===== src/trqd_pkg.sv =====
`timescale 1ns / 1ps
`default_nettype none
package trqd_pkg;

	localparam int SLOT_COUNT = 32;

	typedef enum logic [2:0] {
		OP_SUBMIT   = 3'd0,
		OP_COMPLETE = 3'd1,
		OP_COMMIT   = 3'd2,
		OP_REC_ON   = 3'd3,
		OP_REC_OFF  = 3'd4,
		OP_BUSY_Q   = 3'd5,
		OP_IDLE_Q   = 3'd6,
		OP_UNUSED   = 3'd7
	} op_t;

	typedef enum logic [2:0] {
		ST_OK       = 3'd0,
		ST_SHUTDOWN = 3'd1,
		ST_HALTED   = 3'd2,
		ST_NOMATCH  = 3'd3,
		ST_FULL     = 3'd4
	} status_t;

	localparam logic [1:0] REG_PACKED = 2'd0;
	localparam logic [1:0] REG_MAXENT = 2'd1;
	localparam logic [1:0] REG_FLUSH  = 2'd2;
	localparam logic [1:0] REG_ENABLE = 2'd3;

	typedef enum logic [2:0] {
		S_IDLE,
		S_EXEC,
		S_SCAN,
		S_PUMP,
		S_EMIT,
		S_DONE
	} state_t;

endpackage
`default_nettype wire


===== src/tagged_request_queue_dispatcher_core.sv =====
`timescale 1ns / 1ps
`default_nettype none
// A word is taken when start is high and busy is low; busy then stays high until the last
// result word of that event has been shown. Results appear for one cycle each, marked by
// result_valid, and the receiver cannot stall them. Configuration words are taken only while
// the block is idle and no word is being started. Events that issue nothing pass through
// the exec, scan, pump and done states. An event that issues tags goes through exec, scan,
// pump and then emit, which shows one result word per tag, as a packed batch reads the tag
// memory one entry a cycle. A slot scan walks one slot a cycle through a shared compare
// until it finds an occupied slot or passes the last one.
module tagged_request_queue_dispatcher_core #(
	parameter int PACKED_DEPTH = 64
) (
	input  wire         clk,
	input  wire         arst_n,
	input  wire         start,
	output logic        busy,
	input  wire  [2:0]  op,
	input  wire  [4:0]  req_tag,
	input  wire  [15:0] block_count,
	input  wire         last_hint,
	input  wire         cfg_valid,
	output logic        cfg_ready,
	input  wire  [1:0]  cfg_index,
	input  wire  [15:0] cfg_data,
	output logic        result_valid,
	output logic [2:0]  status,
	output logic        issue_valid,
	output logic [4:0]  issue_tag,
	output logic        last,
	output logic        busy_flag,
	output logic        idle_flag,
	output logic        idle_wake
);

	localparam int SW = $clog2(trqd_pkg::SLOT_COUNT + 1);
	localparam int SI = (trqd_pkg::SLOT_COUNT > 2) ? $clog2(trqd_pkg::SLOT_COUNT) : 1;
	localparam int PI = $clog2(PACKED_DEPTH);
	localparam int CW = (PACKED_DEPTH >= 64) ? $clog2(PACKED_DEPTH + 1) : 7;

	trqd_pkg::state_t state_q, state_d;

	logic            packed_q, enable_q;
	logic [5:0]      maxent_q;
	logic [15:0]     flush_q;
	logic [trqd_pkg::SLOT_COUNT-1:0] slot_full_q;
	logic [4:0]      mem_q [PACKED_DEPTH];
	logic [4:0]      rd_s1;
	logic [PI-1:0]   head_q, tail_q;
	logic [CW-1:0]   count_q;
	logic            in_flight_q, batch_busy_q, more_q, halt_q, wait_q;
	logic [SW-1:0]   next_q;
	logic [5:0]      bsize_q;
	logic [5:0]      emit_q;
	logic [SW-1:0]   scan_q;
	logic            do_pump_q, do_scan_q, single_q;

	trqd_pkg::op_t   op_q;
	logic [4:0]      tag_q;
	logic [15:0]     blk_q;
	logic            lh_q;
	logic [2:0]      st_q;
	logic            bflag_q, iflag_q, wake_q;

	logic [5:0]      effmax;
	logic [CW-1:0]   effmax_c;
	logic            pump_ok;

	always_comb begin
		if (maxent_q < 6'd2) effmax = 6'd2;
		else if (maxent_q > 6'd32) effmax = 6'd32;
		else effmax = maxent_q;
	end
	assign effmax_c = CW'(effmax);
	assign pump_ok = !in_flight_q && bsize_q == 6'd0 && count_q != '0 && enable_q &&
		(packed_q || next_q < SW'(trqd_pkg::SLOT_COUNT));

	assign busy = (state_q != trqd_pkg::S_IDLE);
	assign cfg_ready = (state_q == trqd_pkg::S_IDLE) && !start;

	always_comb begin
		state_d = state_q;
		unique case (state_q)
			trqd_pkg::S_IDLE: if (start) state_d = trqd_pkg::S_EXEC;
			trqd_pkg::S_EXEC: state_d = trqd_pkg::S_SCAN;
			trqd_pkg::S_SCAN: if (!do_scan_q) state_d = trqd_pkg::S_PUMP;
			trqd_pkg::S_PUMP: state_d = (do_pump_q && pump_ok) ? trqd_pkg::S_EMIT
				: trqd_pkg::S_DONE;
			trqd_pkg::S_EMIT: if (emit_q == 6'd1) state_d = trqd_pkg::S_IDLE;
			trqd_pkg::S_DONE: state_d = trqd_pkg::S_IDLE;
			default: state_d = trqd_pkg::S_IDLE;
		endcase
	end

	always_comb begin
		result_valid = 1'b0;
		issue_valid  = 1'b0;
		issue_tag    = '0;
		last         = 1'b0;
		unique case (state_q)
			trqd_pkg::S_EMIT: begin
				result_valid = 1'b1;
				issue_valid  = 1'b1;
				issue_tag    = single_q ? 5'(next_q) : rd_s1;
				last         = (emit_q == 6'd1);
			end
			trqd_pkg::S_DONE: begin
				result_valid = 1'b1;
				last         = 1'b1;
			end
			default: ;
		endcase
		status    = st_q;
		busy_flag = bflag_q;
		idle_flag = iflag_q;
		idle_wake = wake_q;
	end

	// Tag memory: written on an accepted submit in packed mode, read one entry a cycle while a batch goes out.
	always_ff @(posedge clk) begin
		if (state_q == trqd_pkg::S_EXEC && op_q == trqd_pkg::OP_SUBMIT && enable_q && !halt_q
			&& packed_q && count_q < CW'(PACKED_DEPTH))
			mem_q[tail_q] <= tag_q;
		rd_s1 <= mem_q[head_q];
	end

	always_ff @(posedge clk) begin
		if (state_q == trqd_pkg::S_IDLE && start) begin
			op_q  <= trqd_pkg::op_t'(op);
			tag_q <= req_tag;
			blk_q <= block_count;
			lh_q  <= last_hint;
		end
	end

	always_ff @(posedge clk or negedge arst_n) begin
		if (!arst_n) begin
			state_q      <= trqd_pkg::S_IDLE;
			packed_q     <= 1'b0;
			maxent_q     <= 6'd2;
			flush_q      <= 16'd256;
			enable_q     <= 1'b0;
			slot_full_q  <= '0;
			head_q       <= '0;
			tail_q       <= '0;
			count_q      <= '0;
			in_flight_q  <= 1'b0;
			batch_busy_q <= 1'b0;
			more_q       <= 1'b0;
			halt_q       <= 1'b0;
			wait_q       <= 1'b0;
			next_q       <= SW'(trqd_pkg::SLOT_COUNT);
			bsize_q      <= '0;
			emit_q       <= '0;
			scan_q       <= '0;
			do_pump_q    <= 1'b0;
			do_scan_q    <= 1'b0;
			single_q     <= 1'b0;
			st_q         <= trqd_pkg::ST_OK;
			bflag_q      <= 1'b0;
			iflag_q      <= 1'b0;
			wake_q       <= 1'b0;
		end else begin
			state_q <= state_d;
			if (cfg_valid && cfg_ready) begin
				unique case (cfg_index)
					trqd_pkg::REG_PACKED:
						if (count_q == '0 && !in_flight_q && bsize_q == 6'd0)
							packed_q <= cfg_data[0];
					trqd_pkg::REG_MAXENT: maxent_q <= cfg_data[5:0];
					trqd_pkg::REG_FLUSH:  flush_q <= cfg_data;
					trqd_pkg::REG_ENABLE: enable_q <= cfg_data[0];
					default: ;
				endcase
			end
			unique case (state_q)
				trqd_pkg::S_IDLE: ;
				trqd_pkg::S_EXEC: begin
					st_q      <= trqd_pkg::ST_OK;
					bflag_q   <= 1'b0;
					iflag_q   <= 1'b0;
					wake_q    <= 1'b0;
					do_pump_q <= 1'b0;
					do_scan_q <= 1'b0;
					scan_q    <= '0;
					unique case (op_q)
						trqd_pkg::OP_SUBMIT: begin
							if (!enable_q) st_q <= trqd_pkg::ST_SHUTDOWN;
							else if (halt_q) st_q <= trqd_pkg::ST_HALTED;
							else if (packed_q) begin
								if (count_q >= CW'(PACKED_DEPTH)) st_q <= trqd_pkg::ST_FULL;
								else begin
									tail_q <= (tail_q == PI'(PACKED_DEPTH - 1)) ? '0
										: tail_q + 1'b1;
									count_q <= count_q + 1'b1;
									more_q <= 1'b0;
									do_pump_q <= (blk_q > flush_q) ||
										(count_q + 1'b1 >= effmax_c);
								end
							end else begin
								if (SW'(tag_q) >= SW'(trqd_pkg::SLOT_COUNT) ||
									slot_full_q[SI'(tag_q)])
									st_q <= trqd_pkg::ST_FULL;
								else begin
									slot_full_q[SI'(tag_q)] <= 1'b1;
									count_q <= count_q + 1'b1;
									if (next_q >= SW'(trqd_pkg::SLOT_COUNT))
										next_q <= SW'(tag_q);
									do_pump_q <= 1'b1;
								end
							end
						end
						trqd_pkg::OP_COMPLETE: begin
							if (packed_q) begin
								if (bsize_q == 6'd0) st_q <= trqd_pkg::ST_NOMATCH;
								else begin
									batch_busy_q <= 1'b0;
									bsize_q <= '0;
									if (wait_q && count_q == '0) begin
										wait_q <= 1'b0;
										wake_q <= 1'b1;
									end
									do_pump_q <= !halt_q && ((!more_q && count_q != '0)
										|| count_q >= effmax_c);
								end
							end else begin
								if (!enable_q || !in_flight_q ||
									next_q >= SW'(trqd_pkg::SLOT_COUNT) ||
									next_q != SW'(tag_q))
									st_q <= trqd_pkg::ST_NOMATCH;
								else begin
									slot_full_q[SI'(next_q)] <= 1'b0;
									in_flight_q <= 1'b0;
									if (count_q == '0) next_q <= SW'(trqd_pkg::SLOT_COUNT);
									else if (next_q + 1'b1 < SW'(trqd_pkg::SLOT_COUNT) &&
										slot_full_q[SI'(next_q + 1'b1)])
										next_q <= next_q + 1'b1;
									else do_scan_q <= 1'b1;
									if (wait_q && count_q == '0) begin
										wait_q <= 1'b0;
										wake_q <= 1'b1;
									end
									do_pump_q <= !halt_q && count_q != '0;
								end
							end
						end
						trqd_pkg::OP_COMMIT: begin
							if (packed_q) begin
								if (!lh_q) more_q <= 1'b1;
								else do_pump_q <= 1'b1;
							end
						end
						trqd_pkg::OP_REC_ON: halt_q <= 1'b1;
						trqd_pkg::OP_REC_OFF: begin
							halt_q <= 1'b0;
							do_pump_q <= 1'b1;
						end
						trqd_pkg::OP_BUSY_Q: begin
							if (packed_q) bflag_q <= batch_busy_q && count_q >= effmax_c;
							else bflag_q <= count_q > CW'(1);
						end
						trqd_pkg::OP_IDLE_Q: begin
							logic idl;
							idl = (packed_q ? (bsize_q == 6'd0 && count_q == '0)
								: (!in_flight_q && count_q == '0)) || halt_q;
							iflag_q <= idl;
							wait_q <= !idl;
							st_q <= halt_q ? trqd_pkg::ST_HALTED : trqd_pkg::ST_OK;
						end
						default: ;
					endcase
				end
				trqd_pkg::S_SCAN: begin
					// One slot compared per cycle; the scan ends at the first occupied slot or after the last slot.
					if (do_scan_q) begin
						if (scan_q >= SW'(trqd_pkg::SLOT_COUNT) ||
							slot_full_q[SI'(scan_q)]) begin
							next_q <= scan_q;
							do_scan_q <= 1'b0;
						end else scan_q <= scan_q + 1'b1;
					end
				end
				trqd_pkg::S_PUMP: begin
					if (do_pump_q && pump_ok) begin
						if (packed_q) begin
							logic [CW-1:0] n;
							n = (effmax_c > count_q) ? count_q : effmax_c;
							emit_q <= 6'(n);
							bsize_q <= 6'(n);
							batch_busy_q <= 1'b1;
							count_q <= count_q - n;
							single_q <= 1'b0;
							head_q <= (head_q == PI'(PACKED_DEPTH - 1)) ? '0 : head_q + 1'b1;
						end else begin
							in_flight_q <= 1'b1;
							count_q <= count_q - 1'b1;
							emit_q <= 6'd1;
							single_q <= 1'b1;
						end
					end
				end
				trqd_pkg::S_EMIT: begin
					emit_q <= emit_q - 1'b1;
					if (!single_q && emit_q != 6'd1)
						head_q <= (head_q == PI'(PACKED_DEPTH - 1)) ? '0 : head_q + 1'b1;
				end
				trqd_pkg::S_DONE: ;
				default: ;
			endcase
		end
	end

endmodule
`default_nettype wire


===== config.mk =====
export PLATFORM = sky130hd
export DESIGN_NAME = tagged_request_queue_dispatcher_core
export DESIGN_NICKNAME = d
export VERILOG_FILES = /design/src/trqd_pkg.sv /design/src/tagged_request_queue_dispatcher_core.sv
export SDC_FILE = /design/constraint.sdc
export NUM_CORES = 1
export LEC_CHECK = 0
export BUFFER_PORTS_ARGS = -buffer_cell sky130_fd_sc_hd__clkbuf_2
export CORE_ASPECT_RATIO = 2
export CORE_MARGIN = 5
export CORE_UTILIZATION = 54
export DETAILED_ROUTE_END_ITERATION = 8
export HOLD_SLACK_MARGIN = 0.08
export PLACE_DENSITY = 0.69
export SYNTH_ARGS = -nofsm -noshare
export SYNTH_HDL_FRONTEND = slang
export SYNTH_SLANG_ARGS = --single-unit

===== constraint.sdc =====
create_clock -name clk -period 4.9 [get_ports clk]
set_input_delay 0.98 -clock clk [delete_from_list [all_inputs] [get_ports clk]]
set_output_delay 0.98 -clock clk [all_outputs]
set_load 0.01 [all_outputs]

==> flow_summary.yaml, run 1 <==
route:
  drtPass1Iterations: 5
  wl_microns: 55100
  antenna_left: 0
  vias_per_cell: 6.19
  wl_per_cell_microns: 26.1
  drcViolationCount: 0
  dr.first_iter.drc_count: 937
  num_vias: 13058
synth:
  syn_area_sq_mm: 0.0215
  yosys_most_used_dff: "edfxtp_1"
  ys_seq_area_frac: 0.623
  muxShareOfSynthArea: 0.158
  ys_types: 74
  yosys.area_share.adder: 0.0255
  syn_nets: 1584
  synth_compound_area_frac: 0.0682
  synth_seq_cells: 466
  synth_enable_flop_cells: 345
  synth_area_per_cell_sq_um: 14.4
  postSynthCellCount: 1494
  synth-simple-area-share: 0.0891
  synthXorXnorAreaFrac: 0.0110
  synth_top_family_by_area: "multiplexers"
  ys.warnings.count: 0
  async_flop_share: 0.249
clocking:
  post_cts_resize_count: 0
  post_cts_buffers: 0
  h-tree-depth: 2
  clock-sinks: 466
  cts-root-buf: "clkbuf_16"
  clk_pin_slew_ns: 0.06
  cts.path.max_buffers: 3
  cts_tree: "yes"
  cts_hold_buf: 0
  cts-buffers-inserted: 42
  clock_latency_ns: 0.57
run:
  max-cap-violations: 0
cells_and_area:
  nets: 1642
  fill_cells: 3063
  area_delta_synth_final_pct: 10.7
  layout-drive-gt1-share: 0.209
  fin_util: 0.602
  diodes: 0
sta:
  setup_tns_ns: 0
  rsz0062_at_grt: "false"
  tightest_slew_ns: 1.25
  slew_viol_final: 0
  fin_skew_ns: 0.0246
  finalHoldViolCount: 0
  hold-worst-slack_ns: 0.406
  max_freq_ghz: 0.231
  slew_headroom: 0.169
  finalCritPeriodShare: 0.883
  finalSetupViolations: 0
  period_needed_ns: 4.33
setup_path:
  worst_r2r_path_depth: 19
  worst_path_max_delay_cell: "dfrtp_1"
  crit_family: "simple AND/OR/NAND/NOR gates"
  crit_required_ns: 5.35
  critPathCapture: "count_q[6]"
  crit_cells: 19
  crit_start: "maxent_q[5]"
  critPathArrivalTime_ns: 4.77
  start_kind: "flip-flop"
  crit_fanout: 9
  end_kind: "flip-flop"
  cp.buffers_inverters: 4
  slowest_delay_ns: 0.40
  worstReg2RegEnd: "count_q[6]"
  crit_chain: "clkinv_1 > nand2_1 > inv_1 > ha_1 > nor3b_1 > a311oi_1 > nand4_1 > and2_1 > a21oi_1 > inv_1 > ha_1 > inv_1 > ha_1 > a21oi_1 > a31oi_1 > nor3_1 > o32a_1 > nor3_1 > and4b_1"
  r2r_slack_ns: 0.57
  r2r_start: "maxent_q[5]"
  criticalPathCategory: "flip-flop to flip-flop"
global_route:
  grt_pass1_wl_microns: 82800
  grt_start_max_net_pins: 69
  antenna_found_initial: 1
  track_usage: 0.254
  grt_remaining_overflow: 0
  grt_pass1_vias: 13636
floorplanning:
  rows: 103
  die_h_microns: 292
  core_area_sq_mm: 0.0394
  die_x_microns: 151
  num_io_pins: 63
  start_util: 0.544
  die_area_sq_mm: 0.0441
place:
  gp_congestion: 0.950
  hpwl_microns: 40300
  port_buffers: 62
power:
  p_leak_nw: 8.30
  cellPowerDensity_mw_per_mm2: 532
  ir_drop_v: 0.000326
  power.total_w: 0.0126
min_path:
  holdCritPathClass: "primary input to async pin"
outcome:
  status: "completed"
## flip-flops by register name, summed over array words and instances, names as in the netlist, 6 cells and up
| signal | flops |
|---|---|
| maxent_q | 6 |
| flush_q | 16 |
| blk_q | 16 |
| head_q | 6 |
| tail_q | 6 |
| bsize_q | 6 |
| count_q | 7 |
| mem_q | 320 |
| slot_full_q | 32 |
| emit_q | 6 |
| next_q | 6 |
| scan_q | 6 |
## cells in the final DEF, fill, tap and decap left out, drive strengths merged, types with 6 or more instances in the layout
cell type,synthesis,layout
o21ai,96,96
buf,16,32
nand2,102,102
a21oi,46,46
clkbuf,63,117
a31oi,13,13
nand3b,12,12
edfxtp,345,345
o31ai,7,7
dfrtp,113,113
o211ai,7,7
o22ai,14,14
nor2b,12,12
a22oi,8,8
clkinv,3,15
mux2i,17,17
nor2,147,147
xnor2,21,21
ha,43,43
nand4,13,13
xor2,6,6
nand3,31,31
and2,7,7
inv,56,59
nand2b,11,11
nor3,30,30
mux2,32,32
mux4,127,127
## power breakdown
| part | internal (W) | switching, W | total [W] | leakage (nW) |
|---|---|---|---|---|
| logic | 0.00181 | 0.00232 | 0.00413 | 2.95 |
| registers | 0.00467 | 0.000544 | 0.00521 | 4.69 |
| clock network | 0.00182 | 0.00146 | 0.00328 | 0.664 |
## layer usage
layer / part of all wire / vias to the layer above / wire, microns / track usage
li1: - / 5847 / - / -
met1: 0.32 / 6576 / 17700 / 0.263
met2: 0.57 / 470 / 31500 / 0.482
met3: 0.037 / 165 / 2060 / 0.0272
met4: 0.068 / 0 / 3760 / 0.145
met5: 0 / - / 0 / 0
## cell type report
type	count	area [sq um]	share of cell area
clock buffers	56	1140	0.0482
clock inverters	20	224	0.00943
inverters	59	221	0.00933
multi-input cells	890	7560	0.318
flip-flops and latches	466	13400	0.563
well taps	525	657	0.0277
repair buffers	93	558	0.0235
## worst min-delay path by stage
stage	from	endpoint	slack, ns
2_1_floorplan	bsize_q[1]	bsize_q[1]	0.45
3_3_place_gp	bsize_q[2]	bsize_q[2]	0.46
6_report	arst_n	scan_q[4]	0.41
5_1_grt	arst_n	slot_full_q[14]	0.43
3_5_place_dp	bsize_q[4]	bsize_q[4]	0.47
4_1_cts	arst_n	slot_full_q[15]	0.40
## cells by family after synthesis
group | count (synthesis)
AOI/OAI and AO/OA | 238
xor gates and xnor gates | 27
adders and majority gates | 44
buffers and inverters | 138
DFF | 466
muxes | 176
and+or+nand+nor | 405
## synthesized netlist by cell type, types with 4 or more instances
master / count / area (sq um)
mux2i_1: 17 / 170
a22oi_1: 8 / 60.1
o22ai_1: 14 / 87.6
a221oi_1: 4 / 35.0
and2_1: 7 / 43.8
or3b_2: 5 / 43.8
nor3b_1: 4 / 30.0
or3_1: 5 / 31.3
mux2_2: 32 / 360
nand3_1: 30 / 150
buf_1: 12 / 45.0
inv_1: 56 / 210
a21o_1: 4 / 30.0
clkbuf_1: 63 / 236
nor2b_1: 12 / 75.1
ha_1: 43 / 538
nand2_1: 102 / 383
o21ai_0: 95 / 475
nand3b_1: 12 / 90.1
a211oi_1: 5 / 37.5
a22o_1: 4 / 35.0
o31ai_1: 7 / 52.6
a31oi_1: 13 / 81.3
o211ai_1: 7 / 52.6
dfrtp_1: 113 / 2830
mux4_2: 126 / 2840
dfxtp_1: 5 / 100
xor2_1: 6 / 52.6
a21oi_1: 46 / 230
nor2_1: 147 / 552
xnor2_1: 21 / 184
nand4_1: 13 / 81.3
o21a_1: 5 / 37.5
edfxtp_1: 345 / 10400
nand4b_1: 5 / 43.8
nor3_1: 30 / 150
nand2b_1: 11 / 68.8
or4_1: 5 / 37.5
## metrics by stage
stage / worst slack [ns] / cell area, sq um / instances
after global placement: 0.683 / 22400 / 2033
after detailed placement: 0.599 / 22400 / 2033
final: 0.573 / 23700 / 2109
after floorplan: 1.13 / 21500 / 1494
after global routing: 0.188 / 23700 / 2109
after CTS: 0.569 / 23700 / 2109
Power figures use the tool's default switching activity.
==> run 2: changes to the inputs <==
CTS_BUF_LIST = sky130_fd_sc_hd__clkbuf_4 sky130_fd_sc_hd__clkbuf_8   (was default)
==> run 2 against run 1 <==
  * Die area unchanged
  * Register-to-register slack worse by 0.03 ns
  * Maximum frequency down 0.68%
  * Non-clock buffer count stayed put
  * Largest power group unchanged
  * Sequential share of layout area about the same
  * Worst hold slack got worse by 0.077 ns
  * Cell count is 2.3% higher
  * First-iteration DRC count increased by 5.7%
  * Combinational power about the same
  * Global-route usage is 0.31 points higher
==> flow_summary.yaml, run 2 (synthesized netlist as in run 1, its figures left out) <==
outcome:
  status: "completed"
setup_path:
  crit_required_ns: 5.40
  r2r_start: "maxent_q[5]"
  worst_r2r_path_depth: 19
  r2r_slack_ns: 0.54
  critPathCapture: "count_q[6]"
  worstReg2RegEnd: "count_q[6]"
  end_kind: "flip-flop"
  critPathArrivalTime_ns: 4.86
  criticalPathCategory: "flip-flop to flip-flop"
  start_kind: "flip-flop"
  crit_start: "maxent_q[5]"
  crit_fanout: 9
global_route:
  grt_pass1_wl_microns: 83500
  grt_start_max_net_pins: 69
  grt_pass1_vias: 13858
  antenna_found_initial: 2
  track_usage: 0.257
  grt_remaining_overflow: 0
floorplanning:
  start_util: 0.544
  rows: 103
  core_area_sq_mm: 0.0394
  die_h_microns: 292
  die_area_sq_mm: 0.0441
  die_x_microns: 151
  num_io_pins: 63
power:
  p_sw_frac: 0.350
  power.total_w: 0.0125
  p_sw_w: 0.00438
  cellPowerDensity_mw_per_mm2: 527
  power.share.sequential: 0.416
  ir_drop_v: 0.000242
  p_leak_nw: 8.37
  power_frac_clock: 0.253
  intPower_w: 0.00814
  share_comb_of_total_power: 0.330
sta:
  finalHoldViolCount: 0
  max_freq_ghz: 0.230
  rsz0062_at_grt: "false"
  slew_headroom: 0.163
  slew_viol_final: 0
  finalSetupViolations: 0
  fin_skew_ns: 0.0235
  tightest_slew_ns: 1.26
  period_needed_ns: 4.36
  setup_tns_ns: 0
  finalCritPeriodShare: 0.889
route:
  dr.first_iter.drc_count: 990
  drcViolationCount: 0
  wl_per_cell_microns: 25.8
  num_vias: 13259
  vias_per_cell: 6.15
  wl_microns: 55700
  antenna_left: 0
  drtPass1Iterations: 7
place:
  dp_cells: 2033
  hpwl_microns: 40300
  placed_area_sq_mm: 0.0224
  gp_congestion: 0.950
  port_buffers: 62
cells_and_area:
  area_delta_synth_final_pct: 10.7
  largest_register_ffs: 320
  layout_commonest_cell: "edfxtp_1"
  top_register: "mem_q"
  design_area_sq_mm: 0.0238
  fin_util: 0.602
  layout-drive-gt1-share: 0.234
  final_cell_mix: "edfxtp_1, nor2_1, mux4_2"
  reg_top3: "mem_q x320, slot_full_q x32"
  final_cells: 2157
  nets: 1666
clocking:
  clk_pin_slew_ns: 0.07
  cts_hold_buf: 0
  post_cts_resize_count: 0
  cts_tree: "yes"
  clock_latency_ns: 0.63
  post_cts_buffers: 0
  cts-buffers-inserted: 66
  clock-sinks: 466
  h-tree-depth: 3
  cts.path.max_buffers: 3
  cts-root-buf: "clkbuf_8"
min_path:
  holdCritPathClass: "primary input to async pin"
run:
  max-cap-violations: 0
-- run 2: cell count changes in the layout (fill, tap and decap cells not counted) --
cell,previous run,this run
clkbuf_8,4,71
inv_16,1,0
clkinv_16,1,0
clkbuf_16,42,0
clkbuf_1,10,0
diode_2,0,3
inv_8,1,3
clkinv_1,8,12
clkinv_2,6,14
clkinv_8,0,1
clkbuf_4,0,17
-- run 2: cell type report --
cell class | count | area, sq um
flip-flops and latches | 466 | 13400
repair buffers | 93 | 558
multi-input cells | 890 | 7560
well taps | 525 | 657
fillers | 3087 | 15700
clock buffers | 88 | 1100
diodes | 3 | 7.51
clock inverters | 33 | 268
inverters | 59 | 221
-- run 2: power by group through the flow --
| stage | Combinational (W) | Sequential (W) | Clock, W |
|---|---|---|---|
| after detailed placement | 0.00414 | 0.00529 | 0 |
| after global routing | 0.00447 | 0.00526 | 0.00341 |
| final | 0.00414 | 0.00521 | 0.00317 |
| after global placement | 0.00410 | 0.00528 | 0 |
| after floorplan | 0.00300 | 0.00499 | 0 |
| after CTS | 0.00416 | 0.00521 | 0.00324 |
-- run 2: how the worst min path moves through the flow --
stage | start | to | depth (start not counted)
5_1_grt | arst_n | scan_q[1] | 1
6_report | arst_n | next_q[2] | 1
3_5_place_dp | bsize_q[4] | bsize_q[4] | 2
4_1_cts | arst_n | next_q[2] | 1
3_3_place_gp | bsize_q[2] | bsize_q[2] | 2
2_1_floorplan | bsize_q[1] | bsize_q[1] | 2
-- run 2: metrics by stage --
stage	worst slack (ns)	hold slack (ns)
global route	0.185	0.343
global placement	0.683	0.462
floorplan	1.13	0.451
CTS	0.571	0.301
detailed placement	0.599	0.472
finish	0.544	0.329
-- run 2: worst max-delay path, cell delays in order (launching register included) --
cell and delay [ns]:
dfrtp_1 0.40, clkinv_1 0.26, nand2_1 0.26, inv_1 0.13, ha_1 0.33, nor3b_1 0.06
a311oi_1 0.25, nand4_1 0.23, and2_1 0.30, a21oi_1 0.28, inv_1 0.09, ha_1 0.20
inv_1 0.11, ha_1 0.25, a21oi_1 0.08, a31oi_1 0.25, nor3_1 0.08, o32a_1 0.32
nor3_1 0.16, and4b_1 0.21
-- run 2: metal layers --
metal  vias up  global-route usage  share of wire
met3       160              0.0396          0.047
met1      6674               0.262           0.32
met5         -                   0              0
met2       513               0.481           0.57
li1       5912                   -              -
met4         0               0.151          0.066
==> run 3: changes to the inputs <==
PLACE_DENSITY = 0.71   (was 0.69)
REMOVE_ABC_BUFFERS = 1   (was default)
clock period = 3.73 ns   (was 4.9 ns; I/O delays follow)
==> run 3 against run 2 <==
  * Sequential power rose by 27%
  * Utilization rose by 1.3 points
  * Combinational power rose by 54%
  * Highest routed layer unchanged
  * Largest cell class unchanged
  * Die area did not move
==> flow_summary.yaml, run 3 (synthesized netlist as in run 1, its figures left out) <==
cells_and_area:
  nets: 1704
  largest_register_ffs: 320
  layout-drive-gt1-share: 0.261
  reg_top3: "mem_q x320, slot_full_q x32"
  layout_commonest_cell: "edfxtp_1"
  area_delta_synth_final_pct: 13.2
  fill_cells: 2974
  final_cell_mix: "edfxtp_1, nor2_1, mux4_2"
  top_register: "mem_q"
  final_cells: 2189
  regArea_sq_mm: 0.0134
  multi_input_area_sq_mm: 0.00766
  fin_util: 0.616
global_route:
  track_usage: 0.249
  grt_remaining_overflow: 0
  gr-usage-met1: 0.257
  antenna_found_initial: 1
  top_usage_layer: "met2"
  met2_usage: 0.472
  use_met3: 0.0311
  grt_pass1_vias: 14288
  grt_pass1_wl_microns: 82600
  grt_start_max_net_pins: 87
clocking:
  cts-root-buf: "clkbuf_8"
  clock_latency_ns: 0.66
  cts-buffers-inserted: 61
  clock-sinks: 466
  cts_tree: "yes"
  h-tree-depth: 2
  cts.path.max_buffers: 3
  clk_pin_slew_ns: 0.07
power:
  share_comb_of_total_power: 0.367
  intPower_w: 0.0115
  p_sw_w: 0.00592
  cellPowerDensity_mw_per_mm2: 717
  ir_drop_v: 0.000419
  p_leak_nw: 8.61
  power.share.sequential: 0.379
  p_sw_frac: 0.340
  power.total_w: 0.0174
  power_frac_clock: 0.254
setup_path:
  criticalPathCategory: "flip-flop to flip-flop"
  start_kind: "flip-flop"
  end_kind: "flip-flop"
  worstReg2RegEnd: "count_q[6]"
  r2r_slack_ns: 0.12
  worst_r2r_path_depth: 20
  r2r_start: "maxent_q[3]"
  crit_required_ns: 4.25
  critPathArrivalTime_ns: 4.12
  crit_fanout: 3
floorplanning:
  start_util: 0.544
  die_x_microns: 151
  die_area_sq_mm: 0.0441
  die_h_microns: 292
  rows: 103
  num_io_pins: 63
  core_area_sq_mm: 0.0394
route:
  wl_per_cell_microns: 24.8
  dr.first_iter.drc_count: 962
  num_vias: 13630
  vias_per_cell: 6.23
  drcViolationCount: 0
  drtPass1Iterations: 5
  wl_microns: 54200
  antenna_left: 0
run:
  max-cap-violations: 0
sta:
  setup_tns_ns: 0
  fin_skew_ns: 0.0475
  finalSetupViolations: 0
  max_freq_ghz: 0.277
  finalHoldViolCount: 0
  slew_viol_final: 0
  tightest_slew_ns: 1.15
  hold-worst-slack_ns: 0.145
  slew_headroom: 0.232
  finalCritPeriodShare: 0.967
  period_needed_ns: 3.61
place:
  dp_cells: 2073
  hpwl_microns: 38700
  gp_congestion: 0.987
  port_buffers: 62
min_path:
  holdCritPathClass: "primary input to async pin"
outcome:
  status: "completed"
[run 3: routing by layer]
layer  wire (microns)  vias to the layer above
met5                0                        -
met4             3370                        0
met3             2570                      188
met2            30800                      577
met1            17400                     6876
li1                 -                     5989
[run 3: how the worst max path moves through the flow]
stage | from | cells past startpoint | slack, ns | endpoint
final | maxent_q[3] | 20 | 0.12 | count_q[6]
after global routing | maxent_q[2] | 23 | -0.07 | count_q[4]
after CTS | maxent_q[4] | 20 | 0.003 | count_q[6]
after detailed placement | maxent_q[4] | 20 | -0.03 | count_q[6]
after global placement | maxent_q[4] | 20 | 0.03 | count_q[6]
after floorplan | head_q[0] | 3 | -1.23 | rd_s1[0]
[run 3: area by class of cell]
type | count | share of cell area
Inverter | 59 | 0.00912
Clock buffer | 72 | 0.0388
Timing Repair Buffer | 136 | 0.0380
Multi-Input combinational cell | 890 | 0.315
Clock inverter | 40 | 0.0207
Antenna cell | 1 | 0.000103
Tap cell | 525 | 0.0271
Sequential cell | 466 | 0.551
[run 3: repair_timing]
item / 4_1_cts / 5_1_grt
gates cloned: 0 / 0
buffers inserted: 0 / 3
pin swaps: 0 / 12
gates resized for setup: 1 / 24
hold buffers: 0 / 0
endpoints found under the hold margin: 0 / 0
setup endpoints to repair: 1 / 3
[run 3: through the flow]
step,instance area [sq um],setup WS (ns)
CTS,24200,0.00276
finish,24300,0.124
global route,24300,-0.0715
detailed placement,22700,-0.0317
global placement,22700,0.0312
floorplan,21100,-1.23
[run 3: critical path: stages (launching register included)]
cell and delay [ns]:
dfrtp_1 0.37, nor3_2 0.06, buf_4 0.12, o21ai_1 0.15, inv_1 0.11, ha_4 0.28, nand2b_1 0.06, a311oi_2 0.28
nand4_1 0.15, and2_4 0.21, a21oi_4 0.13, inv_1 0.06, ha_2 0.18, inv_2 0.06, ha_2 0.18, a21oi_2 0.05
a31oi_2 0.17, nor3_1 0.08, o32a_1 0.38, nor3_1 0.18, and4b_1 0.21
[run 3: power groups by stage]
stage               clock network [W]  logic (W)  registers, W
floorplan                           0    0.00350       0.00701
global placement                    0    0.00592       0.00669
detailed placement                  0    0.00602       0.00670
CTS                           0.00451    0.00604       0.00660
global route                  0.00473    0.00685       0.00666
finish                        0.00442    0.00639       0.00661
